$ cat src/rtl/npp_ram.sv
module npp_ram #(
  parameter int Width = 8,
  parameter int Depth = 16
) (
  input  logic                     clk,
  input  logic                     we,
  input  logic [$clog2(Depth)-1:0] waddr,
  input  logic [Width-1:0]         wdata,
  input  logic [$clog2(Depth)-1:0] raddr,
  output logic [Width-1:0]         rdata
);
  logic [Width-1:0] mem [Depth];

  // write port and registered read port
  always_ff @(posedge clk) begin
    if (we) begin
      mem[waddr] <= wdata;
    end
    rdata <= mem[raddr];
  end
endmodule

$ cat config.mk
export PLATFORM = sky130hd
export DESIGN_NAME = npp_ram
export DESIGN_NICKNAME = d
export VERILOG_FILES = /design/src/rtl/npp_ram.sv
export SDC_FILE = /design/constraint.sdc
export NUM_CORES = 1
export LEC_CHECK = 0
export BUFFER_PORTS_ARGS = -buffer_cell sky130_fd_sc_hd__clkbuf_2
export CAP_MARGIN = 40
export CORE_MARGIN = 1.5
export CORE_UTILIZATION = 50
export DETAILED_ROUTE_END_ITERATION = 6
export PLACE_DENSITY = 0.69
export SLEW_MARGIN = 20
export SYNTH_ARGS = -nofsm -noshare
export SYNTH_HDL_FRONTEND = slang
export SYNTH_SLANG_ARGS = --single-unit
$ cat constraint.sdc
create_clock -name clk -period 1.8 [get_ports clk]
set_input_delay 0.09 -clock clk [delete_from_list [all_inputs] [get_ports clk]]
set_output_delay 0.09 -clock clk [all_outputs]
set_load 0.01 [all_outputs]
Word-level counts from Yosys, hierarchy flattened
Memory sizes are Yosys's and may differ from the RTL's. A register that Yosys moved wholly into a read port is not among the register bits.
Index checks and enable logic that the tools add are counted.
{"block": "word_totals", "reg_bits": 0, "latch_bits": 0, "ramBits": 128, "romBits": 0, "in_bits": 18, "out_inout_bits": 8, "wordCells": 3, "mem_count": 1}
{"name": "mem", "depth": 16, "word_bits": 8, "rd": 1, "rd_ports_with_merged_regs": 1, "wr": 1, "line": "12", "text": "logic [Width-1:0] mem [Depth];"}
{"block": "classes", "add_sub_neg": 0, "multipliers": 0, "div_mod_pow": 0, "magnitude_cmp": 0, "eq_ne": 0, "shifts": 0, "n_mux": 2, "n_bitwise": 0, "n_reduce_logical": 0}
{"operator": "1-bit 2-to-1 mux", "n": 2}

Longest topological paths before layout
Gate-level depths: netlist (run 1).
{"block": "logic_depth", "depth_word": 2, "ltp_mapped": 5, "depth_no_buf": 3}

Least setup slack after synthesis (run 1)
OpenSTA, ideal clock, no wires.
{"block": "synth_timing", "kind": "input to register", "from": "in waddr[2]", "to": "mem mem[0][0] (enable)", "setup_ns": 0.383, "arrival_ns": 1.200, "t_required_ns": 1.417, "slack_ns": 0.217, "stages": 2, "n_path_buf": 0, "path_cell_list": "or3b_2 -> nor3_1"}
{"element": "from (decl)", "line": "7", "text": "input logic [$clog2(Depth)-1:0] waddr,"}
{"element": "to (decl)", "line": "12"}
Straight into the memory's write port.

==> key figures, run 1 <==
Run status
  – Run status: finished clean

Clock network
  – Clock latency on the worst-skew pair: between 500 and 600 ps
  – Post-cts sizing count: 0
  – CTS buffer count: 17
  – Clock tree from TritonCTS: built
  – Library cell used as clock root buffer: sky130_fd_sc_hd__clkbuf_8
  – Bufs on Longest Clock Path: 2
  – Number of H-tree branching levels: 4
  – Count of clock tree sinks: 136
  – Hold_buf cts: 2
  – Post-CTS setup buffers: 0
  – Clock-pin slew of the registers on the worst-case setup and hold paths: 60 ps

Floorplan
  – I/O pin count: 26
  – DIE HEIGHT: between 100 and 150 µm
  – Die width: roughly 100 µm
  – Count of standard-cell rows: 36
  – Floorplan die area: ~0.011 mm²
  – Core area: roughly 0.01 mm²
  – Initial cell density of the core: 52.2%

Global route
  – Met3 demand-to-capacity share in global routing: ~3.6%
  – Wire length of the first global-routing pass: about 15 mm
  – Maximum number of pins on one net before global-route repair: 33
  – Initial antenna violation count: 0
  – Overall fraction of global-route tracks in use: around a fifth
  – Global routing's busiest layer: met2
  – Vias in the first global route: roughly 2600
  – Global routing met2 resource utilization: a little over 30%
  – Remaining global-route overflow: 0
  – Global routing met1 resource utilization: 26.0%

Critical path
  – Endpoint arrival time on the critical path: ~1800 ps
  – Class of the most critical setup path: reg -> reg
  – Worst setup EP type: flip-flop
  – Crit Path Max Fanout: 1
  – Buffering stage count on the worst path with inverters included: 0
  – Crit-path max cell delay: just under 500 ps
  – Ordered cell list for the critical path: mux4_1 > a22oi_1 > nand2_1
  – Critical path's slowest cell: sky130_fd_sc_hd__mux4_1
  – CP Launch Type: flip-flop
  – Critical path startpoint: mem[2][1]
  – Start of the worst register-to-register path: mem[2][1]
  – Data required time at the worst endpoint: between 2000 and 2500 ps
  – Worst path top cell family by delay: multiplexers

STA
  – Post-route minimum period: about 1500 ps
  – Final setup viols: 0
  – Max-Slew Margin vs Limit: between 70% and 80%
  – Worst Max-Slew Pin Slew: 415 ps
  – RSZ-0062 raised after global routing: no
  – Final Max Tran Viols: 0
  – Tcrit/Tclk final: between 80% and 90%
  – Final TNS setup: 0 ps
  – Maximum operating frequency: between 0.6 and 0.7 GHz
  – Fin. Hold Viols: 0
  – Worst-case clock skew: a little over 10 ps

Routing
  – Number of detailed-routing iterations run before antenna repair: 4
  – Detailed-route via count: between 2000 and 2500
  – Final antenna-violating net count: 0
  – Routed WL: around 9.8 mm
  – DR WL/cell: ~23 µm
  – DRC violation count after routing: 0
  – Detailed router's first-iteration violation count: around 120
  – Detail-routed via count per cell: between 5 and 6

Logic synthesis
  – Synth Register Bits: 136
  – Yosys top cell area share: 74.7%
  – Synthesized net count: between 200 and 250
  – Sequential area share after synthesis: between 70 and 80%
  – Synth area leaders: sky130_fd_sc_hd__edfxtp_1 75%, sky130_fd_sc_hd__mux4_2 7.9%, sky130_fd_sc_hd__mux4_1 7.1%
  – Post-synthesis cell type with the largest combined area: sky130_fd_sc_hd__edfxtp_1
  – Post-synthesis average cell area: 22.5 µm²
  – Post-synth cell types: 19
  – Count of warnings emitted by yosys: 0
  – Cell area after synthesis: 0.00515 mm²
  – Synthesized instance count: about 230

Power
  – Pleak: 0.00212 µW
  – VDD IR-drop max: about 500 µV
  – Pwr Density: ~1200 mW/mm²

Finish
  – Commonest non-fill, non-tap cells in the layout: 128 x sky130_fd_sc_hd__edfxtp_1, 25 x sky130_fd_sc_hd__clkbuf_2, 20 x sky130_fd_sc_hd__buf_4, 18 x sky130_fd_sc_hd__mux4_2
  – Post-layout util: ~62%
  – Register cell area after layout: between 0.004 and 0.005 mm²
  – Fraction of layout instances using a drive strength above 1: roughly a third
  – Leading cell type in the layout, fill and taps excluded: sky130_fd_sc_hd__edfxtp_1
  – Area Growth Syn to Fin: 19.7%
  – Total area of multi-input combinational cells: roughly 0.0011 mm²
  – Diodes inserted: 0
  – Final nets: 305
  – Fill cell total of the finished layout: around 650

Job
  – Number of max-capacitance violations reported: 0

Worst hold path
  – Hold Crit Start: wdata[2]
  – Tightest Hold Check Type: in -> reg

Place
  – Detailed placement HPWL: about 6.0 mm
  – Total of buffers placed on input and output ports: 25
  – Routability Congestion: about 0.70
worst register-to-register path: stages (launching register included):
cell                       delay (ps)
sky130_fd_sc_hd__edfxtp_1         370
sky130_fd_sc_hd__mux4_1           490
sky130_fd_sc_hd__a22oi_1          380
sky130_fd_sc_hd__nand2_1          100
power breakdown:
part / leakage [µW] / total, µW / internal (µW) / switching, µW
combinational: 0.000608 / 339 / 149 / 190
sequential: 0.00122 / 3560 / 3540 / 22.8
clock: 0.000290 / 3440 / 2220 / 1220
Yosys cell counts:
library cell,instances
sky130_fd_sc_hd__a22oi_1,16
sky130_fd_sc_hd__and2_1,1
sky130_fd_sc_hd__and2b_1,1
sky130_fd_sc_hd__buf_2,3
sky130_fd_sc_hd__buf_4,1
sky130_fd_sc_hd__buf_6,3
sky130_fd_sc_hd__clkdlybuf4s25_2,3
sky130_fd_sc_hd__dfxtp_1,8
sky130_fd_sc_hd__edfxtp_1,128
sky130_fd_sc_hd__mux4_1,14
sky130_fd_sc_hd__mux4_2,18
sky130_fd_sc_hd__nand2_1,9
sky130_fd_sc_hd__nand2b_1,2
sky130_fd_sc_hd__nand3_1,1
sky130_fd_sc_hd__nand3b_1,2
sky130_fd_sc_hd__nor2_1,13
sky130_fd_sc_hd__nor2b_1,1
sky130_fd_sc_hd__nor3_1,4
sky130_fd_sc_hd__or3b_2,1
metrics by stage:
step	std cells	hold WS, ps	area, µm²	setup slack [ps]	total power, µW
final	433	15.6	6160	342	7340
after floorplan	229	189	5150	217	3810
after CTS	433	7.15	6160	362	7410
after detailed placement	399	476	5540	219	3970
after global routing	433	29.5	6160	282	7560
after global placement	399	478	5540	226	3960
path summary, 6_finish.rpt:
path,slack [ps],end,cells past startpoint
setup reg to reg,340,rdata[1],3
hold reg to reg,670,rdata[2],3
hold / removal,20,mem[5][2],1
setup / recovery,340,rdata[1],3
layout make-up:
class                      instances  share of cell area (%)
sequential                       136                    65.0
tap                              133                    2.70
timing repair buffer              49                    5.44
clock inverter                    15                    2.99
clock buffer                      17                    6.72
multi-input combinational         83                    17.2
state kept, by name, indices dropped and copies added, names as in the netlist:
name   flops
rdata      8
mem      128
logic make-up (layout without fill, tap and decap cells):
| family | after synthesis | count (layout) | share of synthesized area, % |
|---|---|---|---|
| muxes | 32 | 32 | 15.0 |
| AOI/OAI and AO/OA | 16 | 16 | 2.33 |
| buffers and inverters | 10 | 81 | 1.68 |
| DFF | 136 | 136 | 77.8 |
| and+or+nand+nor | 35 | 35 | 3.18 |
routing by layer:
layer  vias up  routed length, µm  part of all wire, %
met2        76               4940                   51
li1       1091                  -                    -
met4         0                202                  2.1
met1      1297               4200                   43
met5         -                  0                    0
met3        14                406                  4.2
Power figures use the tool's default switching activity.
==> run 2: changes to the inputs <==
- clock period: 1.8 -> 1.4 ns (I/O delays scaled with it)
==> run 2 against run 1 <==
Effect of this change: worst hold slack got worse by 15 ps; via count up 1.9%; clock power up 34%; global-route usage up 0.14 points.
==> key figures, run 2 (synthesis gave the netlist of run 1 again) <==
Power
  – Pleak: 0.00220 µW (+3.9%)
  – VDD IR-drop max: 650 µV (+32%)
  – Pwr Density: 1530 mW/mm² (+28%)
  – Total power consumption of the routed design: 9650 µW (+31%)

STA
  – Final setup viols: 0 (unchanged)
  – Tcrit/Tclk final: 97.2% (+16 points)
  – Worst-case clock skew: 8.39 ps (-1.69 ps)
  – Fin. Hold Viols: 0 (unchanged)
  – Post-route minimum period: 1360 ps (-96.5 ps)
  – Final Max Tran Viols: 0 (unchanged)
  – RSZ-0062 raised after global routing: no
  – Final TNS setup: 0 ps (unchanged)
  – Max-Slew Margin vs Limit: 48.3% (-24 points)
  – Maximum operating frequency: 0.734 GHz (+7.1%)
  – Worst Max-Slew Pin Slew: 774 ps (+359 ps)

Place
  – Total placed cells including tap cells: 406 (+1.8%)
  – Detailed placement HPWL: 6.26 mm (+5.1%)
  – Total of buffers placed on input and output ports: 25 (unchanged)
  – Routability Congestion: 0.803 (+15%)
  – Placed cell areas: 0.00563 mm² (+1.5%)

Finish
  – Post-Layout Cell Count: 445 (+2.8%)
  – Final nets: 317 (+3.9%)
  – Fill cell total of the finished layout: 642 (-1.5%)
  – Total non-filler cell area in the finished layout: 0.00633 mm² (+2.7%)
  – Leading cell type in the layout, fill and taps excluded: sky130_fd_sc_hd__edfxtp_1
  – Fraction of layout instances using a drive strength above 1: 33.7% (+2.0 points)
  – Diodes inserted: 0 (unchanged)
  – Register with the most flip-flops: mem
  – Largest registers ranked by flip-flop count: mem: 128 flops, rdata: 8 flops
  – Area Growth Syn to Fin: 22.9%
  – Post-layout util: 64.2% (+1.7 points)
  – Max FFs per register: 128 (unchanged)
  – Commonest non-fill, non-tap cells in the layout: 128 x sky130_fd_sc_hd__edfxtp_1, 25 x sky130_fd_sc_hd__clkbuf_2, 25 x sky130_fd_sc_hd__buf_4, 18 x sky130_fd_sc_hd__mux4_2, 16 x sky130_fd_sc_hd__clkbuf_16

Critical path
  – Endpoint arrival time on the critical path: 1770 ps (-70 ps)
  – Crit Path Max Fanout: 1 (unchanged)
  – Worst setup EP type: flip-flop
  – CP Launch Type: flip-flop
  – Data required time at the worst endpoint: 1810 ps (-370 ps)
  – Class of the most critical setup path: reg -> reg

Global route
  – Overall fraction of global-route tracks in use: 19.6% (+0.14 points)
  – Wire length of the first global-routing pass: 15.1 mm (+1.1%)
  – Remaining global-route overflow: 0 (unchanged)
  – Initial antenna violation count: 0 (unchanged)
  – Maximum number of pins on one net before global-route repair: 33 (unchanged)
  – Vias in the first global route: 2624 (-0.30%)

Floorplan
  – Core area: 0.00986 mm² (unchanged)
  – DIE HEIGHT: 104 µm (unchanged)
  – Die width: 104 µm (unchanged)
  – Initial cell density of the core: 52.2% (unchanged)
  – Floorplan die area: 0.0109 mm² (unchanged)
  – Count of standard-cell rows: 36 (unchanged)
  – I/O pin count: 26 (unchanged)

Clock network
  – Bufs on Longest Clock Path: 2 (unchanged)
  – Count of clock tree sinks: 136 (unchanged)
  – Library cell used as clock root buffer: sky130_fd_sc_hd__clkbuf_8
  – Post-CTS setup buffers: 0 (unchanged)
  – Number of H-tree branching levels: 4 (unchanged)
  – CTS buffer count: 17 (unchanged)
  – Clock tree from TritonCTS: built
  – Clock latency on the worst-skew pair: 520 ps (about the same)
  – Clock-pin slew of the registers on the worst-case setup and hold paths: 60 ps (about the same)

Job
  – Number of max-capacitance violations reported: 0 (unchanged)

Worst hold path
  – Tightest Hold Check Type: in -> reg

Routing
  – Routed WL: 9.57 mm (-1.8%)
  – DRC violation count after routing: 0 (unchanged)
  – Number of detailed-routing iterations run before antenna repair: 4 (unchanged)
  – DR WL/cell: 21.5 µm (-4.5%)
  – Final antenna-violating net count: 0 (unchanged)
  – Detailed router's first-iteration violation count: 206 (+78%)
  – Detail-routed via count per cell: 5.67 (-0.89%)
  – Detailed-route via count: 2524 (+1.9%)

Run status
  – Run status: finished clean
run 2: where the power goes:
group	switching, µW	total, µW	leakage (µW)	internal (µW)
registers	25.6	4580	0.00122	4550
clock network	1530	4610	0.000305	3070
logic	248	465	0.000676	216
total	1810	9650	0.00220	7840
run 2: timing repair:
| item | 4_1_cts | 5_1_grt |
|---|---|---|
| gates resized for setup | 0 | 2 |
| hold endpoints to repair | 106 | 0 |
| hold buffers | 7 | 0 |
| endpoints found under the setup margin | 0 | 2 |
run 2: critical path, cell delays in order, from the launching register on:
cell                       delay (ps)
sky130_fd_sc_hd__edfxtp_1         370
sky130_fd_sc_hd__mux4_1           520
sky130_fd_sc_hd__a22oi_1          280
sky130_fd_sc_hd__nand2_1           80
run 2: area by class of cell:
class | instances | area (µm²) | area share (%)
repair buffers | 61 | 463 | 7.32
multi-input cells | 83 | 1070 | 16.9
well taps | 133 | 166 | 2.63
flip-flops and latches | 136 | 4000 | 63.3
clock inverters | 8 | 143 | 2.25
clock buffers | 24 | 480 | 7.59
run 2: path summary, 6_finish.rpt:
path	start	endpoint	slack, ps	cells past startpoint
setup reg to reg	mem[1][1]	rdata[1]	40	3
setup / recovery	mem[1][1]	rdata[1]	40	3
hold reg to reg	mem[15][7]	rdata[7]	660	3
hold / removal	wdata[2]	mem[14][2]	0.6	1
run 2: per-layer routing:
layer	vias to the layer above	GRT usage [%]	share of wire [%]
li1	1115	-	-
met1	1289	27.0	42
met2	103	29.8	49
met3	17	5.64	6.3
met4	0	7.84	1.9
met5	-	0	0
run 2: metrics by stage:
stage	hold slack, ps	setup slack [ps]
finish	0.616	38.5
global route	7.11	3.92
CTS	5.44	33.9
detailed placement	458	-156
global placement	458	-144
floorplan	169	63.9
