**config.mk**
```make
export PLATFORM = sky130hd
export DESIGN_NAME = npp_cell
export DESIGN_NICKNAME = d
export VERILOG_FILES = /design/src/rtl/npp_pkg.sv /design/src/rtl/npp_cell.sv
export SDC_FILE = /design/constraint.sdc
export NUM_CORES = 1
export LEC_CHECK = 0
export BUFFER_PORTS_ARGS = -buffer_cell sky130_fd_sc_hd__buf_4
export CORE_MARGIN = 2
export CORE_UTILIZATION = 60
export CTS_BUF_LIST = sky130_fd_sc_hd__clkbuf_2
export DETAILED_ROUTE_END_ITERATION = 8
export PLACE_DENSITY = 0.82
export SLEW_MARGIN = 10
export SYNTH_ARGS = -nofsm -noshare
export SYNTH_HDL_FRONTEND = slang
export SYNTH_SLANG_ARGS = --single-unit
```
**constraint.sdc**
```tcl
create_clock -name clk -period 11.1 [get_ports clk]
set_input_delay 0.555 -clock clk [delete_from_list [all_inputs] [get_ports clk]]
set_output_delay 0.555 -clock clk [all_outputs]
set_load 0.05 [all_outputs]
```
**src/rtl/npp_pkg.sv**
```systemverilog
package npp_pkg;

  localparam int MaxRefPoints = 1024;
  localparam int CoordBits    = 16;
  localparam int IdxBits      = $clog2(MaxRefPoints);
  localparam int CntBits      = IdxBits + 1;
  localparam int SqBits       = 2 * (CoordBits + 1) + 2;
  localparam int DistBits     = 17;
  localparam int SumBits      = 40;
  localparam int QcBits       = 21;
  localparam int PointBits    = 3 * CoordBits;
  localparam int NumCells     = 3;

  typedef enum logic [1:0] {
    KIND_APPEND = 2'd0,
    KIND_QUERY  = 2'd1,
    KIND_CLEAR  = 2'd2,
    KIND_NONE   = 2'd3
  } kind_t;

  typedef enum logic [2:0] {
    ST_IDLE,
    ST_SCAN,
    ST_FETCH,
    ST_SQRT,
    ST_DIV,
    ST_OUT
  } state_t;

  // token passed along the distance chain
  typedef struct packed {
    logic               valid;
    logic [IdxBits-1:0] idx;
    logic [SqBits-1:0]  acc;
  } dtok_t;

endpackage

```
**src/rtl/npp_cell.sv**
```systemverilog
module npp_cell (
  input  logic                           clk,
  input  logic                           rst,
  input  logic signed [npp_pkg::CoordBits-1:0] q,
  input  logic signed [npp_pkg::CoordBits-1:0] r,
  input  npp_pkg::dtok_t                 tin,
  output npp_pkg::dtok_t                 tout
);
  import npp_pkg::*;

  logic signed [CoordBits:0] diff;
  logic        [CoordBits:0] mag;
  logic        [2*CoordBits+1:0] prod;
  logic        [SqBits-1:0]  sq;

  // add one axis' squared difference to the passing token
  always_comb begin
    diff = {q[CoordBits-1], q} - {r[CoordBits-1], r};
    mag  = diff[CoordBits] ? (CoordBits+1)'(-diff) : diff;
    prod = mag * mag;
    sq   = SqBits'(prod);
  end

  always_ff @(posedge clk) begin
    if (rst) begin
      tout.valid <= 1'b0;
    end else begin
      tout.valid <= tin.valid;
    end
    tout.idx <= tin.idx;
    tout.acc <= tin.acc + sq;
  end
endmodule

```
* Word level (Yosys, flattened, before mapping)
Cells that the tools add are included.
** Storage, ports and cells
- Bits of input ports :: 81
- Word-level logic and storage cells :: 8
- Bits in registers :: 47
** Operators by class
- $add $sub $neg :: 3
- Multiply operators :: 1
- Muxes and demuxes :: 1
** Operator list (count)
- 36-bit by 34-bit adder with 36-bit output :: 1
- 17-bit by 17-bit multiplier with 34-bit output :: 1
- 17-bit two-way mux :: 1
- 17-bit negator :: 1
- 16-bit by 16-bit subtractor with 17-bit output :: 1

* Longest topological paths before layout
Gate-level depths: netlist (run 1).
- Depth in word-level cells :: 5
- Gate-level depth with buffers :: 38
- Mapped depth without buffers :: 36

* Worst setup path before layout (run 1)
Ideal clock, no wire load.
- Kind :: input to register
- From :: in q[0] in the netlist's numbering
- To :: reg tout[35] in the netlist's numbering
- Setup time :: 120 ps
- Data arrival time :: 8802 ps
- Stages on the path :: 34
- Path buffers :: 1
- Path slack :: 2178 ps
- Path through :: inv_1 -> ha_1 -> fa_1 -> nor2b_1 -> o31a_1 -> a21oi_1 -> or3_1 -> or3_4 -> nor4_4 -> a21oi_2 -> xnor2_4 -> inv_2 -> buf_6 -> nand2_1 -> fa_1 -> fa_1 -> fa_1 -> inv_1 -> fa_1 -> fa_1 -> inv_1 -> fa_1 -> inv_1 -> ha_1 -> a21oi_1 -> o21ai_0 -> a211oi_1 -> a31oi_1 -> a2111oi_0 -> o21bai_1 -> a311o_1 -> nand2b_1 -> a31o_2 -> xnor2_1
** Between the ends
- Longest elaborated chain between the ends :: 5
** Ends and longest elaborated chain
- start, declared :: RTL line npp_cell.sv:4 : input logic signed [npp_pkg::CoordBits-1:0] q,
- 16-bit by 16-bit subtractor with 17-bit output (*) :: RTL line npp_cell.sv:18 : diff = {q[CoordBits-1], q} - {r[CoordBits-1], r};
- 17-bit negator :: RTL line npp_cell.sv:19 : mag = diff[CoordBits] ? (CoordBits+1)'(-diff) : diff;
- 17-bit two-way mux (*) :: RTL line npp_cell.sv:19
- 17-bit by 17-bit multiplier with 34-bit output (*) :: RTL line npp_cell.sv:20 : prod = mag * mag;
- 36-bit by 34-bit adder with 36-bit output (*) :: RTL line npp_cell.sv:31 : tout.acc <= tin.acc + sq;
- end, declared :: RTL line npp_cell.sv:7 : output npp_pkg::dtok_t tout
Mark *: on every way between the ends. The rest lies on a longest branch, timed or not.
A chain may end at the register's enable or synchronous reset.

* Worst setup path after layout (run 1)
Ends and elaborated chain as after synthesis.

==> impl_metrics.env, run 1 <==
export IMPL_maxCapViolations=0
export IMPL_gp_congestion=0.915
export IMPL_drt_initial_drc_count=514
export IMPL_die_h_um=141
export IMPL_grt_pass1_wl_um=41800
export IMPL_grt_pass1_vias=9162
export IMPL_cp_end_kind="register"
export IMPL_synth_top_flop_cell="dfxtp_1"
export IMPL_track_usage_pct=26.4
export IMPL_synth_cells=1253
export IMPL_fin_tns_setup_ns=0
export IMPL_drc=0
export IMPL_avgRoutedWirePerCell_um=14.9
export IMPL_vias=8494
export IMPL_yosys_warnings=0
export IMPL_ctsHtreeMaxLevel=2
export IMPL_grt_overflow=0
export IMPL_clockRootBuffer="clkbuf_2"
export IMPL_ys_seq_elements=47
export IMPL_min_path_type="input pin to register"
export IMPL_rows=50
export IMPL_place_detailed_hpwl_um=21000
export IMPL_critPathKind="input pin to register"
export IMPL_slowest_stage="a2111oi_0"
export IMPL_critical_path_required_ns=11.57
export IMPL_status="complete, no violations"
export IMPL_grt_max_degree=18
export IMPL_core_um2=18500
export IMPL_largestRegisters="tout: 47 flops"
export IMPL_antenna_found_initial=1
export IMPL_regMostFlops="tout"
export IMPL_drt_total_wl_um=24100
export IMPL_setup_violations=0
export IMPL_final_cell_mix="360 x inv_1, 223 x fa_1, 138 x buf_4"
export IMPL_drive_gt1_share_pct=12.2
export IMPL_rsz0062_at_grt="false"
export IMPL_synth_edf_count=0
export IMPL_die_area_um2=19800
export IMPL_pin_count=128
export IMPL_fin_crit_sh_pct=92.1
export IMPL_worst_pin_slew_ns=0.886
export IMPL_fin_ws_ns=0.878
export IMPL_postCtsSetupBuffers=0
export IMPL_final_max_slew_viol_count=0
export IMPL_period_minus_slack_ns=10.22
export IMPL_initial_core_util_pct=60.7
export IMPL_whs_path_depth=1
export IMPL_synth_cell_types=67
export IMPL_cts_hold_buf=0
export IMPL_place_ws_ns=0.471
export IMPL_critPathMaxStageDelay_ns=0.70
export IMPL_cts_sinks=47
export IMPL_layout_commonest_cell="inv_1"
export IMPL_largest_reg_flops=47
export IMPL_port_buffer_count=127
export IMPL_cts_made_buffers=5
export IMPL_drtPass1Iterations=5
export IMPL_hold_viol=0
export IMPL_ctsResizeCount=0
export IMPL_clock_fmax_mhz=97.8
export IMPL_cp_start_kind="input pin"
export IMPL_via_per_inst=5.25
export IMPL_async_flop_share_pct=0
export IMPL_hold_worst_slack_ns=0.140
export IMPL_fin_nets=1817
export IMPL_die_w_um=141
export IMPL_synth_area_um2=11200
export IMPL_worstHoldStart="tin[43]"
export IMPL_clk_pin_slew_ns=0.26
export IMPL_syn_area_per_cell_um2=8.97
export IMPL_area_growth_pct=11.5
export IMPL_cts_tree="yes"
export IMPL_arrival_ns=10.70
export IMPL_drt_antenna_violating_nets=0
export IMPL_clk_path_buf_depth=2
export IMPL_ys_seq_area_share_pct=8.38
export IMPL_critPathMaxFanout=11
export IMPL_slew_headroom_pct=40.7
export IMPL_hold_path_end="tout[43]"
export IMPL_post_route_util_pct=67.6
-- synthesized netlist by cell type, drive strengths merged (2+ instances only) --
cell type | instances | area share (%)
a31oi | 2 | 0.11
clkbuf | 11 | 0.37
and2 | 9 | 0.50
a21oi | 39 | 1.8
a221oi | 2 | 0.16
o21bai | 5 | 0.33
o31a | 4 | 0.31
o22ai | 2 | 0.11
nand4 | 2 | 0.11
xor2 | 21 | 1.6
xnor2 | 39 | 3.4
a211oi | 7 | 0.51
o211ai | 4 | 0.27
a2111oi | 2 | 0.32
o21a | 12 | 0.80
nor2 | 90 | 3.1
conb | 2 | 0.067
nand2 | 91 | 3.0
nor4 | 4 | 0.36
or2 | 4 | 0.22
a211o | 2 | 0.16
o41ai | 3 | 0.30
fa | 223 | 40
or3 | 7 | 0.43
nand2b | 4 | 0.22
and3 | 7 | 0.39
ha | 130 | 14
a21o | 16 | 1.1
buf | 13 | 0.65
clkinv | 2 | 0.067
nor3 | 8 | 0.36
nand3 | 15 | 0.67
inv | 367 | 12
o31ai | 3 | 0.24
o21ai | 27 | 1.2
dfxtp | 47 | 8.4
nor2b | 12 | 0.67
-- critical path, delay by kind of cell --
family,cells,cell delay [ns]
xor+xnor,2,0.74
compound gates,12,3.85
simple gates,5,0.93
fa+ha+maj,9,3.67
buf+inv,8,0.90
-- layer usage --
layer,GRT usage [%],routed length (µm)
met1,33.7,9760
met2,46.0,11900
met3,4.04,1680
met4,9.37,772
met5,0,0
-- logic make-up (layout without fill, tap and decap cells) --
kind of cell / after synthesis / in the layout / share of synthesized area [%]
AND/OR/NAND/NOR: 257 / 257 / 10.3
XOR/XNOR: 60 / 60 / 5.05
AO/OA/AOI/OAI: 139 / 139 / 8.41
buffers and inverters: 393 / 515 / 13.3
adder cells (fa/ha/maj): 353 / 353 / 54.2
flip-flops: 47 / 47 / 8.38
other: 2 / 12 / 0.0669
multiplexers: 2 / 2 / 0.189
-- cell type report --
cell class,instances,area [µm²]
Fill cell,1470,6000
Multi-Input combinational cell,822,8830
Clock inverter,2,7.51
Inverter,369,1390
Clock buffer,6,30.0
Sequential cell,47,941
Timing Repair Buffer,138,1040
Tap cell,234,293
Antenna cell,1,2.50
-- worst max path at each step --
stage	slack, ns	end	start
3_3_place_gp	0.80	tout[35]	q[0]
4_1_cts	1.03	tout[35]	q[0]
6_report	0.88	tout[35]	q[0]
2_1_floorplan	2.18	tout[35]	q[0]
5_1_grt	0.24	tout[35]	q[0]
3_5_place_dp	0.47	tout[35]	q[0]
-- per-stage QoR --
stage	cells	cell area, µm²
after floorplan	1262	11300
after global placement	1610	12500
after detailed placement	1610	12500
after CTS	1618	12500
after global routing	1619	12500
final	1619	12500
Power of run 1 is not shown: default switching activity piles up to over one toggle a cycle in this logic, so the estimate is an artifact.
==> inputs of run 2 (changes only) <==
--- a/config.mk
+++ b/config.mk
@@ -6,7 +6,7 @@
 export NUM_CORES = 1
 export LEC_CHECK = 0
 export BUFFER_PORTS_ARGS = -buffer_cell sky130_fd_sc_hd__buf_4
-export CORE_MARGIN = 2
+export CORE_MARGIN = 4
 export CORE_UTILIZATION = 60
 export CTS_BUF_LIST = sky130_fd_sc_hd__clkbuf_2
 export DETAILED_ROUTE_END_ITERATION = 8
==> run 2 against run 1 <==
The run now ends with DRC left. Core utilization is 1.4 points higher. Maximum frequency is 0.11% higher. Clock-buffer cell count is 1 lower. Global-route usage is 0.34 points lower. Die area is 5.8% higher. Hold slack worse by 0.060 ns. First-iteration DRC count is 7.2% lower. Critical path depth stayed put. Design area is 0.40% higher. Worst setup slack better by 0.011 ns. Cell count hardly changed. Critical endpoint unchanged.
==> impl_metrics.env, run 2 (synthesis results as in run 1) <==
export IMPL_critical_path_required_ns=11.58
export IMPL_largestRegisters="tout: 47 flops"
export IMPL_critPathMaxStageDelay_ns=0.81
export IMPL_min_path_type="input pin to register"
export IMPL_clock_fmax_mhz=97.9
export IMPL_avgRoutedWirePerCell_um=15.7
export IMPL_setup_violations=0
export IMPL_cp_end_kind="register"
export IMPL_drt_antenna_violating_nets=0
export IMPL_grt_busiest_layer="met2"
export IMPL_rsz0062_at_grt="false"
export IMPL_place_detailed_hpwl_um=21900
export IMPL_grt_pass1_wl_um=43400
export IMPL_cts_sinks=47
export IMPL_die_area_um2=21000
export IMPL_cp_start_kind="input pin"
export IMPL_cts_tree="yes"
export IMPL_slowest_stage="a2111oi_0"
export IMPL_hold_viol=0
export IMPL_critPathKind="input pin to register"
export IMPL_layout_commonest_cell="inv_1"
export IMPL_critPathMaxFanout=11
export IMPL_worst_pin_slew_ns=0.825
export IMPL_initial_core_util_pct=61.7
export IMPL_cts_hold_buf=0
export IMPL_clk_pin_slew_ns=0.32
export IMPL_met2_usage_pct=45.8
export IMPL_slew_headroom_pct=43.5
export IMPL_track_usage_pct=26.0
export IMPL_ctsHtreeMaxLevel=2
export IMPL_area_growth_pct=11.9
export IMPL_drt_total_wl_um=25300
export IMPL_period_minus_slack_ns=10.21
export IMPL_drc=1
export IMPL_port_buffer_count=127
export IMPL_fin_crit_sh_pct=92.0
export IMPL_die_h_um=145
export IMPL_die_w_um=145
export IMPL_final_cell_mix="360 x inv_1, 223 x fa_1, 142 x buf_4"
export IMPL_status="complete, but fails checks"
export IMPL_postCtsSetupBuffers=0
export IMPL_via_per_inst=5.28
export IMPL_violations="DRC"
export IMPL_rows=49
export IMPL_drtPass1Iterations=7
export IMPL_gp_congestion=0.963
export IMPL_ctsResizeCount=0
export IMPL_largest_reg_flops=47
export IMPL_drive_gt1_share_pct=12.5
export IMPL_cts_made_buffers=5
export IMPL_regMostFlops="tout"
export IMPL_use_met1_pct=33.6
export IMPL_arrival_ns=10.70
export IMPL_clockRootBuffer="clkbuf_2"
export IMPL_grt_pass1_vias=9392
export IMPL_pin_count=128
export IMPL_drt_initial_drc_count=477
export IMPL_core_um2=18200
export IMPL_fin_tns_setup_ns=0
export IMPL_maxCapViolations=0
export IMPL_vias=8539
export IMPL_clk_path_buf_depth=2
export IMPL_nFillCells=1426
export IMPL_hold_worst_slack_ns=0.0806
export IMPL_final_max_slew_viol_count=0
export IMPL_grt_max_degree=16
export IMPL_use_met3_pct=4.73
export IMPL_antenna_found_initial=1
export IMPL_grt_overflow=0
export IMPL_fin_nets=1821
[run 2: changes by cell type in the layout (fill, tap and decap cells not counted), sizes merged]
cell,before,now
buf,138,142
bufinv,0,1
clkbuf,6,5
[run 2: cell type report]
| class | instances | area (µm²) | share of cell area (%) |
|---|---|---|---|
| repair buffers | 142 | 1070 | 8.48 |
| clock inverters | 3 | 38.8 | 0.309 |
| inverters | 369 | 1390 | 11.0 |
| flip-flops and latches | 47 | 941 | 7.48 |
| multi-input cells | 822 | 8830 | 70.2 |
| diodes | 1 | 2.50 | 0.0199 |
| well taps | 229 | 287 | 2.28 |
| clock buffers | 5 | 25.0 | 0.199 |
[run 2: final timing paths]
path,from,endpoint,slack [ns],cells past startpoint
max,q[0],tout[35],0.89,36
min,tin[40],tout[40],0.08,1
[run 2: per-layer routing]
layer | part of all wire (%) | wire [µm]
met1 | 41 | 10300
met2 | 50 | 12600
met3 | 7.7 | 1950
met4 | 2.0 | 501
met5 | 0 | 0
[run 2: metrics by stage]
stage | setup slack (ns) | utilization [%] | cells | instance area, µm²
final | 0.889 | 69.0 | 1618 | 12600
after CTS | 0.994 | 69.0 | 1617 | 12600
after global routing | 0.201 | 69.0 | 1618 | 12600
after floorplan | 2.18 | - | 1262 | 11300
after global placement | 0.819 | 68.7 | 1609 | 12500
after detailed placement | 0.384 | 68.7 | 1609 | 12500
[run 2: worst max-delay path, delay by kind of cell]
kind | cells | cell delay [ns]
AO/OA/AOI/OAI | 12 | 4.01
adder cells (fa/ha/maj) | 9 | 3.62
AND/OR/NAND/NOR | 5 | 0.93
buffers and inverters | 8 | 0.85
XOR/XNOR | 2 | 0.72
Power of run 2 is left out for the same reason.
